**src/rtl/core/fsa_pkg.sv**
```systemverilog
// Package for the fixed slot allocator core: transaction types, sizes,
// register indexes and shared-unit operation codes.
// No dependencies; every other file of the core imports it.
`default_nettype none

package fsa_pkg;

  // Built maximum of slots and the widths that follow from it.
  localparam int MAX_SLOTS = 64;
  localparam int IDX_W     = $clog2(MAX_SLOTS);
  localparam int CNT_W     = $clog2(MAX_SLOTS + 1);
  localparam int STEP_W    = $clog2(IDX_W + 1);

  // Field and register widths.
  localparam int ADDR_W    = 32;
  localparam int SIZE_W    = 13;
  localparam int CFG_W     = 32;
  localparam int CFG_IDX_W = 2;

  // Configuration register indexes.
  localparam logic [CFG_IDX_W-1:0] REG_BASE       = 2'd0;
  localparam logic [CFG_IDX_W-1:0] REG_SLOT_BYTES = 2'd1;
  localparam logic [CFG_IDX_W-1:0] REG_SLOTS      = 2'd2;

  // Reset values of the configuration registers.
  localparam logic [ADDR_W-1:0] RST_BASE       = 32'd0;
  localparam logic [SIZE_W-1:0] RST_SLOT_BYTES = 13'd16;
  localparam logic [CNT_W-1:0]  RST_SLOTS      = 7'd64;

  // Command codes.
  localparam logic CMD_ALLOC = 1'b0;
  localparam logic CMD_FREE  = 1'b1;

  // Operations of the shared add/subtract unit.
  typedef enum logic {
    ALU_ADD,
    ALU_SUB
  } alu_op_t;

  // Request transaction.
  typedef struct packed {
    logic              cmd;
    logic [ADDR_W-1:0] address;
  } fsa_req_t;

  // Response transaction.
  typedef struct packed {
    logic              granted;
    logic [IDX_W-1:0]  slot_num;
    logic [ADDR_W-1:0] slot_address;
  } fsa_rsp_t;

  // Update of the use map from the sequencer.
  typedef struct packed {
    logic             set;
    logic             clr;
    logic [IDX_W-1:0] idx;
  } map_cmd_t;

endpackage

`default_nettype wire

```
**src/rtl/core/fsa_alu.sv**
```systemverilog
// Shared 32-bit add/subtract unit of the slot allocator; its carry out
// doubles as the unsigned a >= b flag on a subtraction.
// Depends on fsa_pkg.
`default_nettype none

module fsa_alu (
  input  fsa_pkg::alu_op_t            op,
  input  logic [fsa_pkg::ADDR_W-1:0]  a,
  input  logic [fsa_pkg::ADDR_W-1:0]  b,
  output logic [fsa_pkg::ADDR_W-1:0]  result,
  output logic                        carry
);
  import fsa_pkg::*;

  logic [ADDR_W-1:0] b_eff;
  logic              cin;

  // A subtraction adds the inverted operand plus one.
  always_comb begin
    b_eff = (op == ALU_SUB) ? ~b : b;
    cin   = (op == ALU_SUB);
  end

  assign {carry, result} = {1'b0, a} + {1'b0, b_eff} + {{ADDR_W{1'b0}}, cin};

endmodule

`default_nettype wire

```
**src/rtl/core/fsa_slot_map.sv**
```systemverilog
// Use map of the slot allocator: one taken bit per slot, cleared by reset,
// with one update port and one read port.
// Depends on fsa_pkg.
`default_nettype none

module fsa_slot_map (
  input  logic                       clk,
  input  logic                       rst,
  input  fsa_pkg::map_cmd_t          cmd,
  input  logic [fsa_pkg::IDX_W-1:0]  rd_idx,
  output logic                       rd_taken
);
  import fsa_pkg::*;

  logic [MAX_SLOTS-1:0] taken;

  // Mark a slot taken on a grant, free on an accepted release.
  always_ff @(posedge clk) begin
    if (rst) begin
      taken <= '0;
    end else if (cmd.set) begin
      taken[cmd.idx] <= 1'b1;
    end else if (cmd.clr) begin
      taken[cmd.idx] <= 1'b0;
    end
  end

  assign rd_taken = taken[rd_idx];

endmodule

`default_nettype wire

```
**src/rtl/core/fixed_slot_allocator_core.sv**
```systemverilog
// Fixed slot allocator: grants the lowest free slot of a pool, frees slots by address.
// Allocate: grant, shift-add multiply for the address, upward search for the next free
// slot. Free: subtract, multiply, compare, divide if in range; full/empty skip the rest.
// One transaction at a time: the next request is taken the cycle after the response is
// loaded into the output register, where it waits while stalled. One shared adder.
// Synchronous active-high reset frees all slots and restores register defaults.
`default_nettype none

module fixed_slot_allocator_core (
  input  logic                          clk,
  input  logic                          rst,
  input  logic                          cfg_we,
  input  logic [fsa_pkg::CFG_IDX_W-1:0] cfg_index,
  input  logic [fsa_pkg::CFG_W-1:0]     cfg_data,
  input  logic                          req_valid,
  output logic                          req_stall,
  input  fsa_pkg::fsa_req_t             req,
  output logic                          rsp_valid,
  input  logic                          rsp_stall,
  output fsa_pkg::fsa_rsp_t             rsp
);
  import fsa_pkg::*;

  // Sequencer states.
  localparam logic [3:0] S_IDLE  = 4'd0;
  localparam logic [3:0] S_ALLOC = 4'd1;
  localparam logic [3:0] S_MUL   = 4'd2;
  localparam logic [3:0] S_SCAN  = 4'd3;
  localparam logic [3:0] S_FSUB  = 4'd4;
  localparam logic [3:0] S_FCMP  = 4'd5;
  localparam logic [3:0] S_DIV   = 4'd6;
  localparam logic [3:0] S_FFIN  = 4'd7;
  localparam logic [3:0] S_DONE  = 4'd8;

  logic [3:0]        state;

  // Configuration registers.
  logic [ADDR_W-1:0] base_address;
  logic [SIZE_W-1:0] slot_bytes;
  logic [CNT_W-1:0]  slots_in_use;
  logic [CNT_W-1:0]  pool_n;

  // Working registers.
  logic              cmd;
  logic [ADDR_W-1:0] address;
  logic [ADDR_W-1:0] acc;
  logic [ADDR_W-1:0] mcand;
  logic [ADDR_W-1:0] off;
  logic [IDX_W-1:0]  mplier;
  logic [IDX_W-1:0]  idx;
  logic [STEP_W-1:0] cnt;
  logic [CNT_W-1:0]  scan_i;
  logic [CNT_W-1:0]  lowest_free;
  fsa_rsp_t          res_hold;

  // Shared unit and map connections.
  alu_op_t           alu_op;
  logic [ADDR_W-1:0] alu_a;
  logic [ADDR_W-1:0] alu_b;
  logic [ADDR_W-1:0] alu_result;
  logic              alu_carry;
  logic [ADDR_W-1:0] acc_step;
  map_cmd_t          map_cmd;
  logic              map_taken;
  logic              last_step;
  logic              rsp_free;

  // Number of managed slots, clamped to the built maximum.
  assign pool_n = (slots_in_use > CNT_W'(MAX_SLOTS)) ? CNT_W'(MAX_SLOTS) : slots_in_use;

  assign req_stall = (state != S_IDLE);
  assign rsp_free  = !rsp_valid || !rsp_stall;
  assign last_step = (cnt == STEP_W'(IDX_W - 1));

  // Operand selection for the shared adder.
  always_comb begin
    alu_op = ALU_ADD;
    alu_a  = acc;
    alu_b  = mcand;
    unique case (state)
      S_FSUB: begin
        alu_op = ALU_SUB;
        alu_a  = address;
        alu_b  = base_address;
      end
      S_FCMP: begin
        alu_op = ALU_SUB;
        alu_a  = acc;
        alu_b  = off;
      end
      S_DIV: begin
        alu_op = ALU_SUB;
        alu_a  = off;
        alu_b  = mcand;
      end
      default: begin
        alu_op = ALU_ADD;
      end
    endcase
  end

  fsa_alu u_alu (
    .op     (alu_op),
    .a      (alu_a),
    .b      (alu_b),
    .result (alu_result),
    .carry  (alu_carry)
  );

  // Shift-add multiply: add the shifted multiplicand when the low bit is set.
  assign acc_step = mplier[0] ? alu_result : acc;

  // Map updates: set on a grant, clear when a free completes.
  always_comb begin
    map_cmd.set = (state == S_ALLOC) && (lowest_free < pool_n);
    map_cmd.clr = (state == S_FFIN);
    map_cmd.idx = (state == S_FFIN) ? idx : lowest_free[IDX_W-1:0];
  end

  fsa_slot_map u_map (
    .clk      (clk),
    .rst      (rst),
    .cmd      (map_cmd),
    .rd_idx   (scan_i[IDX_W-1:0]),
    .rd_taken (map_taken)
  );

  // Configuration writes.
  always_ff @(posedge clk) begin
    if (rst) begin
      base_address <= RST_BASE;
      slot_bytes   <= RST_SLOT_BYTES;
      slots_in_use <= RST_SLOTS;
    end else if (cfg_we) begin
      case (cfg_index)
        REG_BASE:       base_address <= cfg_data[ADDR_W-1:0];
        REG_SLOT_BYTES: slot_bytes   <= cfg_data[SIZE_W-1:0];
        REG_SLOTS:      slots_in_use <= cfg_data[CNT_W-1:0];
        default:        ;
      endcase
    end
  end

  // Sequencer with its control registers.
  always_ff @(posedge clk) begin
    if (rst) begin
      state       <= S_IDLE;
      lowest_free <= '0;
      rsp_valid   <= 1'b0;
    end else begin
      // The output register fills from the completion state and empties on acceptance.
      if (state == S_DONE && rsp_free) begin
        rsp_valid <= 1'b1;
      end else if (rsp_valid && !rsp_stall) begin
        rsp_valid <= 1'b0;
      end
      unique case (state)
        S_IDLE: begin
          if (req_valid) begin
            state <= (req.cmd == CMD_FREE) ? S_FSUB : S_ALLOC;
          end
        end
        S_ALLOC: begin
          state <= (lowest_free < pool_n) ? S_MUL : S_DONE;
        end
        S_MUL: begin
          if (last_step) begin
            state <= (cmd == CMD_FREE) ? S_FCMP : S_SCAN;
          end
        end
        S_SCAN: begin
          // Stop at the first free slot or at the end of the pool.
          if (scan_i >= pool_n) begin
            lowest_free <= pool_n;
            state       <= S_DONE;
          end else if (!map_taken) begin
            lowest_free <= scan_i;
            state       <= S_DONE;
          end
        end
        S_FSUB: begin
          state <= (pool_n == '0) ? S_DONE : S_MUL;
        end
        S_FCMP: begin
          if (!alu_carry) begin
            state <= S_DONE;
          end else if (slot_bytes == '0) begin
            state <= S_FFIN;
          end else begin
            state <= S_DIV;
          end
        end
        S_DIV: begin
          if (last_step) begin
            state <= S_FFIN;
          end
        end
        S_FFIN: begin
          if ({1'b0, idx} < lowest_free) begin
            lowest_free <= {1'b0, idx};
          end
          state <= S_DONE;
        end
        S_DONE: begin
          if (rsp_free) begin
            state <= S_IDLE;
          end
        end
        default: begin
          state <= S_IDLE;
        end
      endcase
    end
  end

  // Datapath registers; these need no reset.
  always_ff @(posedge clk) begin
    unique case (state)
      S_IDLE: begin
        cmd     <= req.cmd;
        address <= req.address;
      end
      S_ALLOC: begin
        // Grant the lowest free slot, then form its address as base + idx * size.
        idx    <= lowest_free[IDX_W-1:0];
        acc    <= base_address;
        mcand  <= ADDR_W'(slot_bytes);
        mplier <= lowest_free[IDX_W-1:0];
        cnt    <= '0;
        if (lowest_free < pool_n) begin
          res_hold.granted  <= 1'b1;
          res_hold.slot_num <= lowest_free[IDX_W-1:0];
        end else begin
          res_hold <= '0;
        end
      end
      S_MUL: begin
        acc    <= acc_step;
        mcand  <= {mcand[ADDR_W-2:0], 1'b0};
        mplier <= mplier >> 1;
        cnt    <= cnt + STEP_W'(1);
        if (last_step) begin
          // Only an allocation reports an address; a free keeps it at zero.
          if (cmd == CMD_ALLOC) begin
            res_hold.slot_address <= acc_step;
          end
          scan_i <= {1'b0, idx} + CNT_W'(1);
        end
      end
      S_FSUB: begin
        // Offset into the pool, then the top offset (n - 1) * size.
        off      <= alu_result;
        acc      <= '0;
        mcand    <= ADDR_W'(slot_bytes);
        mplier   <= IDX_W'(pool_n - CNT_W'(1));
        cnt      <= '0;
        res_hold <= '0;
      end
      S_SCAN: begin
        scan_i <= scan_i + CNT_W'(1);
      end
      S_FCMP: begin
        // Restoring division; the quotient stays below the pool size.
        mcand <= ADDR_W'(slot_bytes) << (IDX_W - 1);
        idx   <= '0;
        cnt   <= '0;
      end
      S_DIV: begin
        if (alu_carry) begin
          off <= alu_result;
        end
        idx   <= {idx[IDX_W-2:0], alu_carry};
        mcand <= mcand >> 1;
        cnt   <= cnt + STEP_W'(1);
      end
      S_FFIN: begin
        res_hold.granted  <= 1'b1;
        res_hold.slot_num <= idx;
      end
      S_DONE: begin
        if (rsp_free) begin
          rsp <= res_hold;
        end
      end
      default: begin
        cnt <= '0;
      end
    endcase
  end

`ifndef SYNTHESIS
  // A refused transaction carries neither index nor address.
  assert property (@(posedge clk) disable iff (rst)
    rsp_valid && !rsp.granted |-> rsp.slot_num == '0 && rsp.slot_address == '0)
    else $error("refused response carries a nonzero index or address");

  // The first-free index never passes the built maximum.
  assert property (@(posedge clk) disable iff (rst)
    lowest_free <= CNT_W'(MAX_SLOTS))
    else $error("first-free index beyond the pool maximum");

  // The block is busy in the cycle after a request is taken.
  assert property (@(posedge clk) disable iff (rst)
    req_valid && !req_stall |=> req_stall)
    else $error("request taken without entering the busy phase");

  // A response is raised only out of the completion state, when the output register is free.
  assert property (@(posedge clk) disable iff (rst)
    $rose(rsp_valid) |-> $past(state) == S_DONE)
    else $error("response raised outside the completion state");
`endif

endmodule

`default_nettype wire
```
**config.mk**
```make
export PLATFORM = sky130hd
export DESIGN_NAME = fixed_slot_allocator_core
export DESIGN_NICKNAME = d
export VERILOG_FILES = /design/src/rtl/core/fsa_pkg.sv /design/src/rtl/core/fsa_alu.sv /design/src/rtl/core/fsa_slot_map.sv /design/src/rtl/core/fixed_slot_allocator_core.sv
export SDC_FILE = /design/constraint.sdc
export NUM_CORES = 1
export LEC_CHECK = 0
export BUFFER_PORTS_ARGS = -buffer_cell sky130_fd_sc_hd__buf_2
export CAP_MARGIN = 40
export CORE_ASPECT_RATIO = 1.5
export CORE_MARGIN = 10
export CORE_UTILIZATION = 50
export DETAILED_ROUTE_END_ITERATION = 8
export PLACE_DENSITY_LB_ADDON = 0.2
export SETUP_SLACK_MARGIN = 0.5
export SKIP_CTS_REPAIR_TIMING = 1
export SLEW_MARGIN = 15
export SYNTH_ARGS = -nofsm -noshare
export SYNTH_HDL_FRONTEND = slang
export SYNTH_SLANG_ARGS = --single-unit
```
**constraint.sdc**
```tcl
create_clock -name clk -period 9.8 [get_ports clk]
set_input_delay 0.49 -clock clk [delete_from_list [all_inputs] [get_ports clk]]
set_output_delay 0.49 -clock clk [all_outputs]
set_load 0.02 [all_outputs]
```
Word-level counts from Yosys, hierarchy flattened

Index checks and enable logic that the tools add are counted.
Widths: inputs -> output; s select.

Register bits: 357
Input bits: 72
Logic and storage cells: 140

$add $sub $neg: 6
$lt $le $gt $ge: 7
Equality and inequality tests: 20
Multiplexer cells: 47
Bitwise logic cells: 4
Reduce and logical (&&, ||, !) cells: 34

Operators with widths:

| kind               | count |
|---|---|
| $mux 32            | 6 |
| $pmux 32 s2        | 3 |
| $pmux 32 s3        | 2 |
| $mux 64            | 2 |
| $pmux 32 s4        | 1 |
| $and 64x64->64     | 1 |
| $not 64->64        | 1 |
| $or 64x64->64      | 1 |
| $mux 7             | 6 |
| $mux 4             | 9 |
| $pmux 4 s9         | 1 |
| $pmux 6 s3         | 2 |
| $add 32x32->33     | 1 |
| $add 33x1->33      | 1 |
| $not 32->32        | 1 |
| $pmux 7 s2         | 2 |
| $pmux 7 s3         | 1 |
| $eq 4x3->1 const B | 4 |
| $lt 6x7->1 const B | 2 |
| $ne 2x2->1 const B | 7 |
| $logic_not 13->1   | 1 |
| $reduce_and 2->1   | 6 |
| $reduce_bool 2->1  | 5 |
| $reduce_bool 3->1  | 3 |
| other kinds (36)   | 49 |

Depth between registers and ports, before layout

Gate-level depths: netlist of run 1.

Depth after elaboration: 10
Gate-level depth with buffers: 17
Mapped depth without buffers: 14

By module

Synthesis of run 1 repeated with hierarchy kept, for this count alone.

Cells, all modules: 1,799
Area, all modules: 18,721.7 µm²

Modules (own cells, without submodules):

| module                    | instances | cells an instance | area each (µm²) | seq. area each (µm²) |
|---|---|---|---|---|
| fixed_slot_allocator_core | 1         | 1,140             | 13,227.7        | 8,157.8 |
| fsa_slot_map              | 1         | 356               | 3,323.2         | 1,281.2 |
| fsa_alu                   | 1         | 303               | 2,170.8         | 0.0 |

Worst setup path before layout of run 1

OpenSTA, ideal clock, no wires.

Kind: flip-flop to flip-flop
Start: reg state[2]
End: reg off[0], enable pin
Setup time: 0.389 ns
Arrival: 4.384 ns
Data required time: 9.411 ns
Path slack: 5.027 ns
Cell stages (with the launch flop): 16
Buffers on the path: 2
Period minus slack after synthesis: 4.773 ns
Path through: dfxtp_1 -> or3b_1 -> clkbuf_1 -> nor2_1 -> clkbuf_1 -> a221oi_1 -> xor2_1 -> ha_1 -> a211oi_1 -> o22ai_1 -> a22oi_1 -> o211ai_1 -> a31oi_1 -> o21ai_1 -> nand2_1 -> nand2_1

Cells in the longest elaborated chain, start to end: 8

RTL lines:

| element                                                  | RTL line                                                          | text |
|---|---|---|
| start, declared                                          | fixed_slot_allocator_core.sv:35                                   | `logic [3:0] state;` |
| start signal, assigned                                   | fixed_slot_allocator_core.sv:160                                  | `state <= (req.cmd == CMD_FREE) ? S_FSUB : S_ALLOC;` |
| start signal, assigned                                   | fixed_slot_allocator_core.sv:164                                  | `state <= (lowest_free < pool_n) ? S_MUL : S_DONE;` |
| start signal, assigned                                   | fixed_slot_allocator_core.sv:168                                  | `state <= (cmd == CMD_FREE) ? S_FCMP : S_SCAN;` |
| $eq 4x3->1 (on tied branches)                            | fixed_slot_allocator_core.sv:80, fixed_slot_allocator_core.sv:218 |  |
| $reduce_or 3->1 (no line) or $pmux 32 s2 (tied branches) | -                                                                 |  |
| $mux 1 or $not 32->32 (tied branches)                    | fixed_slot_allocator_core.sv:80, fsa_alu.sv:20                    |  |
| $mux 32                                                  | fsa_alu.sv:20                                                     | `b_eff = (op == ALU_SUB) ? ~b : b;` |
| $add 32x32->33                                           | fsa_alu.sv:24                                                     | `assign {carry, result} = {1'b0, a} + {1'b0, b_eff} + {{ADDR_W{1'b0}}, cin};` |
| $add 33x1->33                                            | fsa_alu.sv:24                                                     |  |
| $ne 2x2->1 (no line)                                     | -                                                                 |  |
| $reduce_and 2->1 (no line) *                             | -                                                                 |  |
| end signal, assigned                                     | fixed_slot_allocator_core.sv:252                                  | `off <= alu_result;` |
| end signal, assigned                                     | fixed_slot_allocator_core.sv:270                                  | `off <= alu_result;` |
| end, declared                                            | fixed_slot_allocator_core.sv:48                                   | `logic [ADDR_W-1:0] off;` |

Mark *: on every way between the ends. The rest lies on a longest branch, timed or not.
A chain may end at the register's enable or synchronous reset.

Final worst setup path of run 1

Start: reg state[3]
End: reg off[16], enable pin

Same word-level chain as after synthesis.

==> flow_metrics.py, run 1 <==
metrics = {
    "global_route": {
        "grt_pass1_vias": 14700,
        "grt_overflow": 0,
        "antenna_found_initial": 2,
        "grt_max_degree": 71,
        "track_usage": 0.241,
        "grt_pass1_wl_um": 84800,
    },
    "floorplan": {
        "fp.dieArea_sq_um": 45100,
        "ioPinCount": 113,
        "initial_core_util": 0.504,
        "fp.dieH_um": 255,
        "core_sq_um": 36600,
        "die_w_um": 177,
        "rows": 86,
    },
    "cells_and_area": {
        "drive_above_1_share": 0.128,
        "final_cell_mix": "nand2_1 (277), edfxtp_1 (229), nor2_1 (169), a21oi_1 (141), dfxtp_1 (127)",
        "antennaDiodeCount": 0,
        "layout_commonest_cell": "nand2_1",
        "area_delta_synth_final_pct": 12.7,
        "final_nets": 2027,
    },
    "logic_synthesis": {
        "synth.yosys.seq_area_share": 0.512,
        "synth_edf_count": 229,
        "synthArstFlopShare": 0,
        "ys_warn_count": 0,
        "avgSynthCellArea_sq_um": 10.0,
        "ys_top_cells_by_area": "edfxtp_1 (37%), dfxtp_1 (14%), nand2_1 (5.6%)",
        "synth_top_area_frac": 0.373,
        "syn_inst": 1838,
        "syn-cell-area_sq_um": 18400,
        "yosysUniqueCellTypes": 70,
        "ys_ff_latch": 357,
        "synth.largest_area_cell": "edfxtp_1",
        "yosys_most_used_dff": "edfxtp_1",
        "syn_nets": 1965,
    },
    "routing": {
        "wirelength_um": 55200,
        "vias": 14800,
        "ant_nets": 0,
        "firstDrtPassIters": 7,
        "first_iter_violations": 1178,
        "viasPerCell": 6.12,
        "routedWlPerCell_um": 22.9,
        "drc": 0,
    },
    "worst_setup_path": {
        "crit_fanout": 32,
        "arrival_ps": 5970,
        "end_kind": "flip-flop",
        "start_kind": "flip-flop",
        "crit_type": "flip-flop to flip-flop",
        "required_ps": 9980,
    },
    "timing": {
        "final-setup-viol-count": 0,
        "finalHoldViolCount": 0,
        "tns_ps": 0,
        "rsz0062_at_grt": "no",
        "max_freq_ghz": 0.173,
        "fin_worst_skew_ps": 26.1,
        "final_max_slew_viol_count": 0,
        "worst_pin_slew_ps": 878,
        "slew_headroom": 0.415,
        "finalCritPeriodShare": 0.590,
        "min_period_ps": 5790,
    },
    "power_and_ir_drop": {
        "comb_power_share": 0.529,
        "p_sw_mw": 3.92,
        "peakVddDrop_v": 0.000186,
        "cellInternalPower_mw": 4.94,
        "p_leak_nw": 7.82,
        "clock_power_share": 0.160,
        "power_density_nw_per_um2": 426,
        "power.total_mw": 8.86,
        "p_seq_frac": 0.311,
        "switching_share": 0.442,
    },
    "clocking": {
        "clock-root-buffer": "clkbuf_16",
        "cts_tree": "done",
        "numClockSinks": 357,
        "clock_path_buffers": 3,
        "clk_latency_ps": 550,
        "cts_buffers": 36,
        "clk_pin_slew_worst_paths_ps": 70,
        "cts_max_level": 2,
    },
    "placement": {
        "io_buffer_count": 112,
        "hpwl_um": 39000,
        "gp_congestion": 0.927,
    },
    "status": {
        "status": "finished, final reports clean",
    },
    "min_path": {
        "hold_class": "primary input to flip-flop",
    },
    "job": {
        "maxCapViolCount": 0,
    },
}
critical path: stages, from the launching register on:
cell and delay (ps):
dfxtp_1 510, or3b_1 670, nor2_4 570, buf_16 240, buf_4 350, a221o_1 270
ha_1 240, a211oi_1 110, o22ai_1 350, a22oi_1 190, o211ai_1 490, a31oi_1 230
o21ai_1 420, nand2_1 160, nand2_1 120, buf_4 460
cells in the mapped netlist, types with 4 or more instances:
| cell | number |
|---|---|
| nand3_1 | 24 |
| xnor2_1 | 24 |
| nand2_1 | 277 |
| or4_1 | 4 |
| mux2i_1 | 65 |
| o211ai_1 | 9 |
| nor3b_1 | 34 |
| nor2_1 | 174 |
| o21a_1 | 4 |
| edfxtp_1 | 229 |
| nand4_1 | 5 |
| or3b_1 | 5 |
| a22oi_1 | 32 |
| a211o_1 | 4 |
| o21bai_1 | 4 |
| a221o_1 | 33 |
| buf_1 | 10 |
| nand3b_1 | 7 |
| o21ai_0 | 34 |
| ha_1 | 54 |
| a31oi_1 | 14 |
| nand2b_1 | 10 |
| clkbuf_1 | 111 |
| a211oi_1 | 6 |
| mux4_2 | 15 |
| or3_1 | 10 |
| nor3_1 | 20 |
| a21o_1 | 30 |
| nor2b_1 | 9 |
| a221oi_1 | 31 |
| o21ai_1 | 73 |
| a21oi_1 | 142 |
| mux2_2 | 5 |
| a2111oi_0 | 5 |
| a22o_1 | 24 |
| inv_1 | 26 |
| xor2_1 | 47 |
| dfxtp_1 | 128 |
| and3_1 | 40 |
| and2_1 | 14 |
logic make-up after synthesis:
family | after synthesis | synth area share
AOI/OAI and AO/OA | 470 | 0.167
DFF | 357 | 0.512
buffers and inverters | 151 | 0.0316
xor gates and xnor gates | 71 | 0.0337
muxes | 85 | 0.0567
and+or+nand+nor | 649 | 0.161
adders and majority gates | 55 | 0.0377
per-layer routing:
| metal | GRT usage | vias to the layer above | part of all wire |
|---|---|---|---|
| li1 | - | 6880 | - |
| met1 | 0.268 | 7198 | 0.37 |
| met2 | 0.442 | 536 | 0.52 |
| met3 | 0.0326 | 143 | 0.053 |
| met4 | 0.116 | 4 | 0.048 |
| met5 | 0 | - | 0.00042 |
final timing paths:
check,from,cells after the start,slack [ps],endpoint
max reg2reg,state[3],15,4010,off[16]
min,req[29],1,110,address[29]
min reg2reg,res_hold[0],0,420,rsp[0]
max,state[3],15,4010,off[16]
layout make-up:
class / instances / area (sq um)
Fill cell: 3230 / 15800
Sequential cell: 357 / 9440
Multi-Input combinational cell: 1330 / 8520
Clock buffer: 49 / 1010
Timing Repair Buffer: 147 / 916
Tap cell: 484 / 606
Clock inverter: 17 / 178
Inverter: 28 / 105
through the flow:
stage	utilization	instance area [sq um]	hold WS, ps	setup WS, ps	instances
3_3_place_gp	0.531	19400	402	3800	2336
5_1_grt	0.568	20800	113	3740	2412
6_report	0.568	20800	113	4010	2412
2_1_floorplan	-	18400	400	5030	1838
4_1_cts	0.567	20700	100	4070	2411
3_5_place_dp	0.535	19600	405	4100	2345
power by group through the flow:
stage	Combinational (mW)	Clock (mW)	Sequential, mW
after floorplan	3.32	0	2.64
after global placement	4.50	0	2.77
after detailed placement	4.61	0	2.77
after CTS	4.64	1.44	2.75
after global routing	5.08	1.49	2.79
final	4.68	1.42	2.76
Power figures use the tool's default switching activity.
==> inputs of run 2 (changes only) <==
==> constraint.sdc (replaced) <==
create_clock -name clk -period 5.8 [get_ports clk]
set_input_delay 0.29 -clock clk [delete_from_list [all_inputs] [get_ports clk]]
set_output_delay 0.29 -clock clk [all_outputs]
set_load 0.02 [all_outputs]
==> run 2 against run 1 <==
The flow now finishes with violations (hold timing). Final cell count is 1.9% higher. Core utilization up 1.2 points. Design area rose by 2.1%.
==> flow_metrics.py, run 2 (synthesis results as in run 1) <==
metrics = {
    "status": {
        "status": "finished, violations left",
        "failed_checks": "hold timing",
    },
    "worst_setup_path": {
        "timing.rr.start": "state[2]",
        "start_kind": "flip-flop",
        "required_ps": 6030,
        "worstRegToRegCells": 16,
        "timing.rr.end": "off[18]",
        "crit_type": "flip-flop to flip-flop",
        "arrival_ps": 5240,
        "r2r_slack_ps": 790,
        "crit_fanout": 32,
        "end_kind": "flip-flop",
    },
    "placement": {
        "io_buffer_count": 112,
        "hpwl_um": 38400,
        "gp_congestion": 0.951,
        "dpl_cell_area_sq_um": 19600,
    },
    "cells_and_area": {
        "layout_commonest_cell": "nand2_1",
        "area_delta_synth_final_pct": 15.1,
        "design_area_sq_um": 21200,
        "final_nets": 2073,
        "antennaDiodeCount": 0,
        "nFillCells": 3203,
        "final_cell_mix": "nand2_1 (277), edfxtp_1 (229), nor2_1 (169), a21oi_1 (141), dfxtp_1 (126)",
        "drive_above_1_share": 0.128,
    },
    "floorplan": {
        "fp.dieArea_sq_um": 45100,
        "die_w_um": 177,
        "fp.dieH_um": 255,
        "core_sq_um": 36600,
        "ioPinCount": 113,
        "rows": 86,
        "initial_core_util": 0.504,
    },
    "timing": {
        "fin_worst_skew_ps": 19.4,
        "rsz0062_at_grt": "no",
        "tns_ps": 0,
        "worst_hold_slack_ps": -12.0,
        "worst_pin_slew_ps": 878,
        "final-setup-viol-count": 0,
        "max_freq_ghz": 0.200,
        "finalCritPeriodShare": 0.864,
        "min_period_ps": 5010,
        "finalHoldViolCount": 8,
        "final_max_slew_viol_count": 0,
        "slew_headroom": 0.414,
    },
    "routing": {
        "first_iter_violations": 1213,
        "firstDrtPassIters": 5,
        "wirelength_um": 54300,
        "routedWlPerCell_um": 22.1,
        "ant_nets": 0,
        "drc": 0,
        "viasPerCell": 6.09,
        "vias": 15000,
    },
    "power_and_ir_drop": {
        "power_density_nw_per_um2": 702,
        "p_leak_nw": 8.00,
        "peakVddDrop_v": 0.000366,
    },
    "clocking": {
        "numClockSinks": 357,
        "clock-root-buffer": "clkbuf_16",
        "clk_pin_slew_worst_paths_ps": 60,
        "clk_latency_ps": 550,
        "cts_max_level": 2,
        "clock_path_buffers": 3,
        "cts_buffers": 36,
        "cts_tree": "done",
    },
    "global_route": {
        "grt_pass1_wl_um": 83500,
        "grt_max_degree": 67,
        "grt_pass1_vias": 14800,
        "track_usage": 0.235,
        "antenna_found_initial": 0,
        "grt_overflow": 0,
    },
    "min_path": {
        "hold_class": "primary input to flip-flop",
        "hold_depth": 3,
        "holdPathEnd": "base_address[15]",
        "hold_start": "cfg_data[15]",
    },
    "job": {
        "maxCapViolCount": 0,
    },
}
-- run 2: cell types whose count changed in the layout (fill, tap and decap cells not counted), sizes merged --
cell         delta
dlygate4sd3    +38
inv             -1
clkinv          -1
buf             +7
clkinvlp        +3
-- run 2: how the worst max path moves through the flow --
stage	startpoint	end	slack, ps	cells after the start
after global placement	state[2]	off[14]	910	16
after CTS	state[2]	off[16]	720	15
final	state[2]	off[18]	790	16
after detailed placement	state[2]	off[12]	740	15
after floorplan	state[2]	off[0]	1030	15
after global routing	state[2]	off[16]	530	16
-- run 2: metrics by stage --
stage | cells | total power [mW] | hold slack (ps) | setup slack (ps) | utilization
finish | 2458 | 14.9 | -12.0 | 791 | 0.580
global route | 2458 | 15.8 | 0.827 | 533 | 0.580
CTS | 2415 | 14.8 | -98.7 | 722 | 0.568
detailed placement | 2349 | 12.4 | 405 | 741 | 0.535
global placement | 2343 | 12.2 | 402 | 913 | 0.533
floorplan | 1838 | 10.1 | 389 | 1030 | -
-- run 2: layout make-up --
type / count / area [sq um] / area share
well taps: 484 / 606 / 0.0285
inverters: 28 / 105 / 0.00495
repair buffers: 193 / 1360 / 0.0641
multi-input cells: 1330 / 8520 / 0.401
clock inverters: 18 / 179 / 0.00843
flip-flops and latches: 357 / 9440 / 0.445
clock buffers: 48 / 1010 / 0.0475
-- run 2: critical path, cell delays in order, from the launching register on --
cell and delay, ps:
dfxtp_2 520, or3b_2 540, nor2_2 360, buf_4 250, buf_4 230, a221oi_1 120, xor2_1 190, ha_1 370
nand2_1 110, nor2_1 160, nand3_1 110, o211ai_1 480, a31oi_1 240, o21ai_1 430, nand2_1 150, nand2_1 140
buf_12 240
-- run 2: metal layers --
metal  wire (um)  up-vias  GRT usage  part of all wire
met5           0        -          0                 0
met4        2860        0      0.122             0.053
met3        2940      163     0.0313             0.054
met2       28400      563      0.433              0.52
met1       20100     7268      0.258              0.37
li1            -     6974          -                 -
-- run 2: report_power, final --
group,switching (mW),total [mW],internal (mW)
Sequential,0.485,4.64,4.15
Combinational,5.03,7.89,2.86
Clock,1.00,2.36,1.36
Total,6.51,14.9,8.38
